<file path="src/design/byte_fifo_with_search_defines.svh">
// Assertion macros used by the byte FIFO with search top-level design file.
// Depends on nothing; define ASSERT_OFF to compile the checks out.
`ifndef BYTE_FIFO_WITH_SEARCH_DEFINES_SVH
`define BYTE_FIFO_WITH_SEARCH_DEFINES_SVH

`ifndef ASSERT_OFF
`define BFS_ASSERT_IMPLY(label, clk, rst, ante, cons) \
   label: assert property (@(posedge clk) disable iff (rst) (ante) |-> (cons)) \
      else $error("implication check failed");
`define BFS_ASSERT_NEXT(label, clk, rst, ante, cons) \
   label: assert property (@(posedge clk) disable iff (rst) (ante) |=> (cons)) \
      else $error("next-cycle check failed");
`define BFS_ASSERT_ALWAYS(label, clk, rst, cond) \
   label: assert property (@(posedge clk) disable iff (rst) (cond)) \
      else $error("invariant check failed");
`else
`define BFS_ASSERT_IMPLY(label, clk, rst, ante, cons)
`define BFS_ASSERT_NEXT(label, clk, rst, ante, cons)
`define BFS_ASSERT_ALWAYS(label, clk, rst, cond)
`endif

`endif

</file>
<file path="src/design/bfs_pkg.sv">
// Types shared by the byte FIFO with search: request codes and sequencer states.
// Depends on nothing.
package bfs_pkg;

   typedef enum logic [1:0] {
      ACT_PUSH   = 2'd0,
      ACT_POP    = 2'd1,
      ACT_SEARCH = 2'd2,
      ACT_CLEAR  = 2'd3
   } action_type;

   typedef enum logic [5:0] {
      ST_IDLE      = 6'b000001,
      ST_EXEC      = 6'b000010,
      ST_POP_WAIT  = 6'b000100,
      ST_SCAN      = 6'b001000,
      ST_HEAD_RD   = 6'b010000,
      ST_HEAD_WAIT = 6'b100000
   } state_type;

endpackage

</file>
<file path="src/design/bfs_ram.sv">
// Generic single-write, single-read RAM with a registered read port.
// Depends on nothing.
module bfs_ram #(
   parameter int unsigned WIDTH = 8,
   parameter int unsigned DEPTH = 64,
   localparam int unsigned AddrW = (DEPTH > 1) ? $clog2(DEPTH) : 1
) (
   input  logic             clock,
   input  logic             wr_en,
   input  logic [AddrW-1:0] wr_addr,
   input  logic [WIDTH-1:0] wr_data,
   input  logic             rd_en,
   input  logic [AddrW-1:0] rd_addr,
   output logic [WIDTH-1:0] rd_data
);

   logic [WIDTH-1:0] mem_ff [DEPTH];
   logic [WIDTH-1:0] rd_data_ff;

   always_ff @(posedge clock) begin
      if (wr_en) begin
         mem_ff[wr_addr] <= wr_data;
      end
      if (rd_en) begin
         rd_data_ff <= mem_ff[rd_addr];
      end
   end

   assign rd_data = rd_data_ff;

endmodule

</file>
<file path="src/design/byte_fifo_with_search.sv">
// Top level of the byte FIFO with search: sequencer, pointers and result registers.
// Depends on bfs_pkg, bfs_ram and byte_fifo_with_search_defines.svh.
//
// Usage: raise start with req_action and req_data_byte while busy is low; the
// beat is taken at that clock edge and busy stays high until the result is out.
// Actions are push, pop, search and clear. Each request gives exactly one result
// beat, shown for one cycle with rsp_strobe high; the receiver cannot stall it.
// rsp_head_byte and rsp_fill_count describe the queue after the request.
// After the accepting edge the sequencer runs EXEC, then POP_WAIT for a pop or
// SCAN for a search when the queue is not empty, then HEAD_RD and HEAD_WAIT,
// and raises the strobe. The search walks the held bytes through the one RAM
// read port, one compare per cycle, so a search lasts longer the fuller the queue.
// A new request may be taken in the same cycle as the strobe.
// Reset empties the queue; a head read of the empty queue is masked to zero.
module byte_fifo_with_search #(
   parameter int unsigned DEPTH = 64
) (
   input  logic                    clock,
   input  logic                    reset,
   input  logic                    start,
   output logic                    busy,
   input  logic [1:0]              req_action,
   input  logic [7:0]              req_data_byte,
   output logic                    rsp_strobe,
   output logic                    rsp_ok,
   output logic [7:0]              rsp_popped_byte,
   output logic [7:0]              rsp_head_byte,
   output logic [6:0]              rsp_fill_count
);
   import bfs_pkg::*;
`include "byte_fifo_with_search_defines.svh"

   localparam int unsigned PtrW = (DEPTH > 1) ? $clog2(DEPTH) : 1;
   localparam int unsigned CntW = $clog2(DEPTH + 1);
   localparam logic [PtrW-1:0] LastSlot = PtrW'(DEPTH - 1);
   localparam logic [CntW-1:0] FullCount = CntW'(DEPTH);

   state_type         state_ff, state_in;
   action_type        act_ff, act_in;
   logic [7:0]        data_ff, data_in;
   logic [PtrW-1:0]   rd_ff, rd_in;
   logic [PtrW-1:0]   wr_ff, wr_in;
   logic [CntW-1:0]   cnt_ff, cnt_in;
   logic              ok_ff, ok_in;
   logic [7:0]        popped_ff, popped_in;
   logic [7:0]        head_ff, head_in;
   logic [PtrW-1:0]   scan_ptr_ff, scan_ptr_in;
   logic [CntW-1:0]   scan_cnt_ff, scan_cnt_in;
   logic              cmp_vld_ff, cmp_vld_in;
   logic              strobe_ff, strobe_in;

   logic              ram_we;
   logic [PtrW-1:0]   ram_waddr;
   logic              ram_re;
   logic [PtrW-1:0]   ram_raddr;
   logic [7:0]        ram_rdata;
   logic              accept;

   function automatic logic [PtrW-1:0] next_slot(input logic [PtrW-1:0] s);
      return (s == LastSlot) ? '0 : s + 1'b1;
   endfunction

   assign busy   = (state_ff != ST_IDLE);
   assign accept = start && !busy;

   always_comb begin
      state_in    = state_ff;
      act_in      = act_ff;
      data_in     = data_ff;
      rd_in       = rd_ff;
      wr_in       = wr_ff;
      cnt_in      = cnt_ff;
      ok_in       = ok_ff;
      popped_in   = popped_ff;
      head_in     = head_ff;
      scan_ptr_in = scan_ptr_ff;
      scan_cnt_in = scan_cnt_ff;
      cmp_vld_in  = 1'b0;
      strobe_in   = 1'b0;
      ram_we      = 1'b0;
      ram_waddr   = wr_ff;
      ram_re      = 1'b0;
      ram_raddr   = rd_ff;

      unique case (state_ff)
         ST_IDLE: begin
            if (accept) begin
               act_in    = action_type'(req_action);
               data_in   = req_data_byte;
               ok_in     = 1'b0;
               popped_in = '0;
               state_in  = ST_EXEC;
            end
         end
         ST_EXEC: begin
            state_in = ST_HEAD_RD;
            unique case (act_ff)
               ACT_PUSH: begin
                  if (cnt_ff < FullCount) begin
                     ram_we = 1'b1;
                     wr_in  = next_slot(wr_ff);
                     cnt_in = cnt_ff + 1'b1;
                     ok_in  = 1'b1;
                  end
               end
               ACT_POP: begin
                  if (cnt_ff != '0) begin
                     ram_re   = 1'b1;
                     state_in = ST_POP_WAIT;
                  end
               end
               ACT_SEARCH: begin
                  if (cnt_ff != '0) begin
                     scan_ptr_in = rd_ff;
                     scan_cnt_in = '0;
                     state_in    = ST_SCAN;
                  end
               end
               ACT_CLEAR: begin
                  rd_in  = '0;
                  wr_in  = '0;
                  cnt_in = '0;
                  ok_in  = 1'b1;
               end
               default: begin
                  state_in = ST_HEAD_RD;
               end
            endcase
         end
         ST_POP_WAIT: begin
            popped_in = ram_rdata;
            rd_in     = next_slot(rd_ff);
            cnt_in    = cnt_ff - 1'b1;
            ok_in     = 1'b1;
            state_in  = ST_HEAD_RD;
         end
         ST_SCAN: begin
            if (cmp_vld_ff && (ram_rdata == data_ff)) begin
               ok_in = 1'b1;
            end
            if (scan_cnt_ff < cnt_ff) begin
               ram_re      = 1'b1;
               ram_raddr   = scan_ptr_ff;
               scan_ptr_in = next_slot(scan_ptr_ff);
               scan_cnt_in = scan_cnt_ff + 1'b1;
               cmp_vld_in  = 1'b1;
            end else if (!cmp_vld_ff) begin
               state_in = ST_HEAD_RD;
            end
         end
         ST_HEAD_RD: begin
            ram_re   = 1'b1;
            state_in = ST_HEAD_WAIT;
         end
         ST_HEAD_WAIT: begin
            head_in   = (cnt_ff != '0) ? ram_rdata : '0;
            strobe_in = 1'b1;
            state_in  = ST_IDLE;
         end
         default: begin
            state_in = ST_IDLE;
         end
      endcase
   end

   always_ff @(posedge clock) begin
      if (reset) begin
         state_ff   <= ST_IDLE;
         rd_ff      <= '0;
         wr_ff      <= '0;
         cnt_ff     <= '0;
         cmp_vld_ff <= 1'b0;
         strobe_ff  <= 1'b0;
      end else begin
         state_ff   <= state_in;
         rd_ff      <= rd_in;
         wr_ff      <= wr_in;
         cnt_ff     <= cnt_in;
         cmp_vld_ff <= cmp_vld_in;
         strobe_ff  <= strobe_in;
      end
   end

   always_ff @(posedge clock) begin
      act_ff      <= act_in;
      data_ff     <= data_in;
      ok_ff       <= ok_in;
      popped_ff   <= popped_in;
      head_ff     <= head_in;
      scan_ptr_ff <= scan_ptr_in;
      scan_cnt_ff <= scan_cnt_in;
   end

   bfs_ram #(
      .WIDTH (8),
      .DEPTH (DEPTH)
   ) u_store (
      .clock   (clock),
      .wr_en   (ram_we),
      .wr_addr (ram_waddr),
      .wr_data (data_ff),
      .rd_en   (ram_re),
      .rd_addr (ram_raddr),
      .rd_data (ram_rdata)
   );

   assign rsp_strobe      = strobe_ff;
   assign rsp_ok          = ok_ff;
   assign rsp_popped_byte = popped_ff;
   assign rsp_head_byte   = head_ff;
   assign rsp_fill_count  = 7'(cnt_ff);

   `BFS_ASSERT_ALWAYS(a_count_bound, clock, reset, cnt_ff <= FullCount)
   `BFS_ASSERT_IMPLY(a_empty_ptrs, clock, reset, cnt_ff == '0, rd_ff == wr_ff)
   `BFS_ASSERT_NEXT(a_accept_exec, clock, reset, accept, state_ff == ST_EXEC)
   `BFS_ASSERT_IMPLY(a_empty_head, clock, reset, strobe_ff && (cnt_ff == '0), head_ff == '0)

endmodule

</file>
<file path="config.mk">
export PLATFORM = sky130hd
export DESIGN_NAME = byte_fifo_with_search
export DESIGN_NICKNAME = d
export VERILOG_FILES = /design/src/design/bfs_pkg.sv /design/src/design/bfs_ram.sv /design/src/design/byte_fifo_with_search.sv
export VERILOG_INCLUDE_DIRS = /design/src /design/src/design
export SDC_FILE = /design/constraint.sdc
export NUM_CORES = 1
export LEC_CHECK = 0
export ABC_CLOCK_PERIOD_IN_PS = 6500
export BUFFER_PORTS_ARGS = -buffer_cell sky130_fd_sc_hd__clkbuf_2
export CORE_MARGIN = 2
export CORE_UTILIZATION = 45
export DETAILED_ROUTE_END_ITERATION = 6
export SLEW_MARGIN = 20
export SYNTH_ARGS = -nofsm -noshare
export SYNTH_HDL_FRONTEND = slang
export SYNTH_SLANG_ARGS = --single-unit
</file>
<file path="constraint.sdc">
create_clock -name clock -period 6.5 [get_ports clock]
set_input_delay 0.65 -clock clock [delete_from_list [all_inputs] [get_ports clock]]
set_output_delay 0.65 -clock clock [all_outputs]
set_load 0.02 [all_outputs]
</file>
## Yosys cells after proc, flatten, opt, wreduce, memory -nomap -nowiden

Memory sizes are Yosys's and may differ from the RTL's. A register that Yosys moved wholly into a read port is not among the register bits.
Cells that the tools add are included.

| word-level totals | value |
|---|---|
| bits in registers | 67 |
| RAM bits | 512 |
| output and inout port bits | 26 |
| logic and storage cells | 111 |
| memories kept | 1 |

| operators by class | value |
|---|---|
| add/sub/neg operators | 6 |
| order comparisons | 2 |
| equality and inequality tests | 25 |
| multiplexer cells | 44 |
| bitwise logic cells | 1 |
| reductions and logical operators | 19 |

Memory list:

| memory | words | bits a word | rd ports | clocked after Yosys merged registers in | write ports | RTL line | RTL |
|---|---|---|---|---|---|---|---|
| u_store.mem_ff | 64 | 8 | 1 | 1 | 1 | bfs_ram.sv:17 | `logic [WIDTH-1:0] mem_ff [DEPTH];` |

Operator list:

| operator | number |
|---|---|
| 6-bit 2-to-1 mux | 13 |
| 7-bit one-hot mux with 2 select lines | 3 |
| 6-bit one-hot mux with 2 select lines | 3 |
| 6-bit one-hot mux with 5 select lines | 1 |
| 7-bit 2-to-1 mux | 4 |
| 6-bit equality test, second input constant | 4 |
| 6-bit by 1-bit adder with 6-bit output, second input constant | 3 |
| 2-bit != test, second input constant | 8 |
| 8-bit one-hot mux with 2 select lines | 1 |
| 7-bit by 1-bit adder with 7-bit output, second input constant | 2 |
| 1-bit 2-to-1 mux | 12 |
| 5-bit 2-to-1 mux | 2 |
| 5-bit one-hot mux with 2 select lines | 1 |
| 3-bit AND reduction | 3 |
| 8-bit equality test | 1 |
| 8-bit 2-to-1 mux | 1 |
| 2-bit nonzero test | 4 |
| 7-bit < comparator | 1 |
| 7-bit < comparator, second input constant | 1 |
| 7-bit nonzero test | 1 |
| 7-bit by 1-bit subtractor with 7-bit output, second input constant | 1 |
| 6-bit by 1-bit equality test with 1-bit output, second input constant | 1 |
| 6-bit by 2-bit equality test with 1-bit output, second input constant | 1 |
| 6-bit by 3-bit equality test with 1-bit output, second input constant | 1 |
| 20 further kinds | 24 |

## Longest topological paths before layout

| logic depth | value |
|---|---|
| word-level depth | 6 |
| gate-level depth with buffers | 16 |
| mapped depth without buffers | 11 |

## By module

Synthesis repeated with hierarchy kept, for this count alone.

| second synthesis, totals | value |
|---|---|
| cells, all modules | 1294 |
| area total of the unflattened synthesis | 23771.5 um^2 |

Modules (own cells, without submodules):

| module | times used | cells an instance | area an instance (um^2) |
|---|---|---|---|
| bfs_ram | 1 | 940 | 20246.9 |
| byte_fifo_with_search | 1 | 354 | 3524.6 |

## Worst setup path before layout

No wires, ideal clock.

| path | value |
|---|---|
| path kind | reg2reg |
| start | register cnt_ff[4] (netlist: rsp_fill_count[4]) |
| end | register u_store.rd_data_ff[4] (netlist: u_store.rd_data[4]), read port of u_store.mem_ff, data pin |
| library setup time | 0.277 ns |
| arrival | 3.298 ns |
| data required time | 6.223 ns |
| setup slack | 2.925 ns |
| stages on the path, launching flop included | 16 |
| path buffers | 5 |
| clock period less this slack | 3.575 ns |
| path through | dfxtp_1 > clkbuf_1 > inv_1 > ha_1 > a21oi_1 > o21ai_0 > a221oi_1 > and2_1 > buf_4 > buf_4 > buf_2 > buf_1 > o31ai_1 > a22o_1 > a2111oi_0 > a41oi_1 |

| between the ends | value |
|---|---|
| word-level cells in the longest chain between the ends | 4 |

RTL lines:

| what | RTL line | RTL |
|---|---|---|
| start, declared | byte_fifo_with_search.sv:43 | `logic [CntW-1:0] cnt_ff, cnt_in;` |
| start signal, assigned | byte_fifo_with_search.sv:178 | `cnt_ff <= cnt_in;` |
| branches (longest 4 deep; another with 7-bit < comparator) | -- |  |
| end, declared | bfs_ram.sv:18 | `logic [WIDTH-1:0] rd_data_ff;` |

Parallel ways; which one is timed is not known.
A chain may end at the register's enable or synchronous reset.

## Worst setup path after layout

| path | value |
|---|---|
| start | register cnt_ff[4] (netlist: rsp_fill_count[4]) |
| end | register u_store.rd_data_ff[6] (netlist: u_store.rd_data[6]), read port of u_store.mem_ff, data pin |

The elaborated chain is that of the path after synthesis.

==> metrics.txt <==
Area Overhead vs Synth 11.3%; final setup violation count 0; initial antenna violation count 3; met3 usage 3.64%; Max-slew headroom 26.5%; Post-synth EDFFs 560; GR Util All Layers a little under a quarter; IO Port Bufs 38; number of max-cap violations 0; Routed Antenna Nets 0; met1 Use GR 30.8%; Ys Warns 0; diode count 0; clock group share of total power roughly 41%; ys async rst share 0%; via count 14400; met2 GRT Util around 38%; WL per Instance between 20 and 30 um; CTS Sinks between 500 and 600; Synth area leaders edfxtp_1 71%, nor2_1 3.7%, o22ai_1 2.6%; Pleak between 8 and 9 nW; GRT overflow 0; die area 54400 um2; Distinct cells, synth 60; Post-CTS Setup Repair Bufs 0; Power Density 304 nW/um2; Gate power share 5.1%; Floorplan Core Area ~52000 um2; Final Slew Violations 0; RSZ-0062 raised after global routing false; first-pass GRT wire length 91100 um; clk buf depth 3; largest net degree at the start of global routing 66; global routing's busiest layer met2; CTS Root Cell clkbuf_16; placed cells 2261; HPWL Detailed 37200 um; layout cells sized above 1 under 10%; Clock Latency Late Sink 0.63 ns; Die X-Extent ~230 um; CP max FO 64; DRC violations left 0; Critical Path Source Type flip-flop; final WL roughly 62000 um; Detailed Route Iter0 Violations 1564; drt pass-1 iters 5; min Tclk post-route around 4.9 ns; CP endpoint kind flip-flop; Int Power 0.00624 W; worst vdd ir 0.000210 V; max frequency 205 MHz; TritonCTS buffer count 59; share of the synthesized area in the top cell type 71.2%; Post-Layout Cell Count 2367; Worst Slack Setup Final between 1.5 and 2 ns; Worst Tran Pin Value 1.10 ns; Min Hold Slack about 0.2 ns; GP Congestion about 0.85; Worst-path clk slew 0.06 ns; Final Hold Fails 0; PostCTS Resize Cnt 0; Post-Syn Nets 1642; fin nets 1671; Data required, critical path 6.97 ns; sw frac between 20% and 30%; DP Worst Slack 1.71 ns; vias in the first global route 14100; top_reg_cell synth edfxtp_1; Seq/Total Area, Yosys 73.5%; arrival time at the worst endpoint 5.34 ns; Hold Path Class input pin to flip-flop; commonest non-fill, non-tap cell in the layout edfxtp_1; Yosys top cell by area edfxtp_1; Worst Path Class, Setup flip-flop to flip-flop; post-cts hold buffer count 0; CTS tree built; Starting Density 45.8%; final core utilization 51.0%; clock skew 0.0317 ns; # IOs 39; Switch Pwr 0.00176 W; via-per-instance ratio 6.09; most frequent cells in the layout 560 x edfxtp_1, 232 x nor2_1, 97 x o22ai_1, 71 x a211oi_1, 60 x clkbuf_16; row cnt 83; final setup TNS 0 ns; reg2reg setup slack 1.62 ns; fin crit share 75.0%; htree depth 2; Flop pwr share 54.3%; Syn Inst Count 1613; Mean Syn Cell Area 14.6 um2; status finished clean; Post-Synthesis Cell Area 23600 um2; die height 233 um; Yosys reg bits 587
worst max-delay path, cell delays in order, from the launching register on:
cell	delay, ns
dfxtp_1	0.47
inv_1	0.16
ha_1	0.33
a21oi_1	0.17
o21ai_0	0.21
a211oi_4	0.64
buf_4	0.37
mux2i_4	0.25
buf_4	0.63
a21o_1	0.16
a21oi_1	0.09
or4_1	0.62
o311a_1	0.39
a31oi_1	0.16
synth_stat cells, types with 16 or more instances:
library cell and number:
ha_1 16, nand3_1 19, buf_2 28, a21oi_1 24, inv_1 17, edfxtp_1 560, or3_1 23, nand2_1 48
a211oi_1 71, nor3_1 43, nor2_1 232, a211o_1 32, o21ai_0 42, clkbuf_1 41, o31ai_1 24, mux2i_1 39
and2_1 19, dfxtp_1 27, o221ai_1 33, o22ai_1 97
logic make-up after synthesis:
| logic type | Yosys count | synth area share, % |
|---|---|---|
| compound gates | 391 | 11.9 |
| flops | 587 | 73.5 |
| simple gates | 440 | 8.54 |
| fa+ha+maj | 16 | 0.847 |
| mux | 52 | 2.32 |
| buf+inv | 110 | 2.29 |
| xor+xnor | 17 | 0.630 |
stage by stage:
stage | total power [W] | cell area, um2
after floorplan | 0.00463 | 23600
final | 0.00800 | 26300
after detailed placement | 0.00484 | 24500
after global placement | 0.00483 | 24500
after CTS | 0.00805 | 26300
after global routing | 0.00821 | 26300
final cells by class:
class                      instances  area (um2)
timing repair buffer              61         400
sequential                       587       17400
inverter                          17        63.8
tap                              680         851
fill                            4280       25300
clock inverter                    26         209
multi-input combinational        916        5810
clock buffer                      80        1620
registers in the layout, indices dropped and copies added, names as in the netlist, 6 cells and up:
register         flops
scan_cnt_ff          7
rsp_head_byte        8
rd_ff                6
ram_waddr            6
rsp_fill_count       7
data_ff              8
u_store.rd_data      8
state_ff             6
u_store.mem_ff     512
scan_ptr_ff          6
rsp_popped_byte      8
power groups by stage:
stage	Clock [W]	Combinational, W	Sequential (W)
after global routing	0.00342	0.000441	0.00435
after CTS	0.00329	0.000413	0.00435
after detailed placement	0	0.000412	0.00443
final	0.00324	0.000408	0.00435
after floorplan	0	0.000104	0.00453
after global placement	0	0.000402	0.00442
worst paths after layout:
check	start	end	depth (start not counted)
max	rsp_fill_count[4]$_SDFFE_PP0P_	u_store.rd_data[6]$_DFFE_PP_	13
min	req_data_byte[0]	data_ff[0]$_DFFE_PP_	1
max reg2reg	rsp_fill_count[4]$_SDFFE_PP0P_	u_store.rd_data[6]$_DFFE_PP_	13
min reg2reg	rsp_fill_count[6]$_SDFFE_PP0P_	rsp_fill_count[6]$_SDFFE_PP0P_	1
metal layers:
layer	routed length (um)	part of all wire [%]
met5	13	0.021
met4	2080	3.4
met3	4360	7.1
met2	29800	48
met1	25400	41
(Power assumes the default switching activity.)
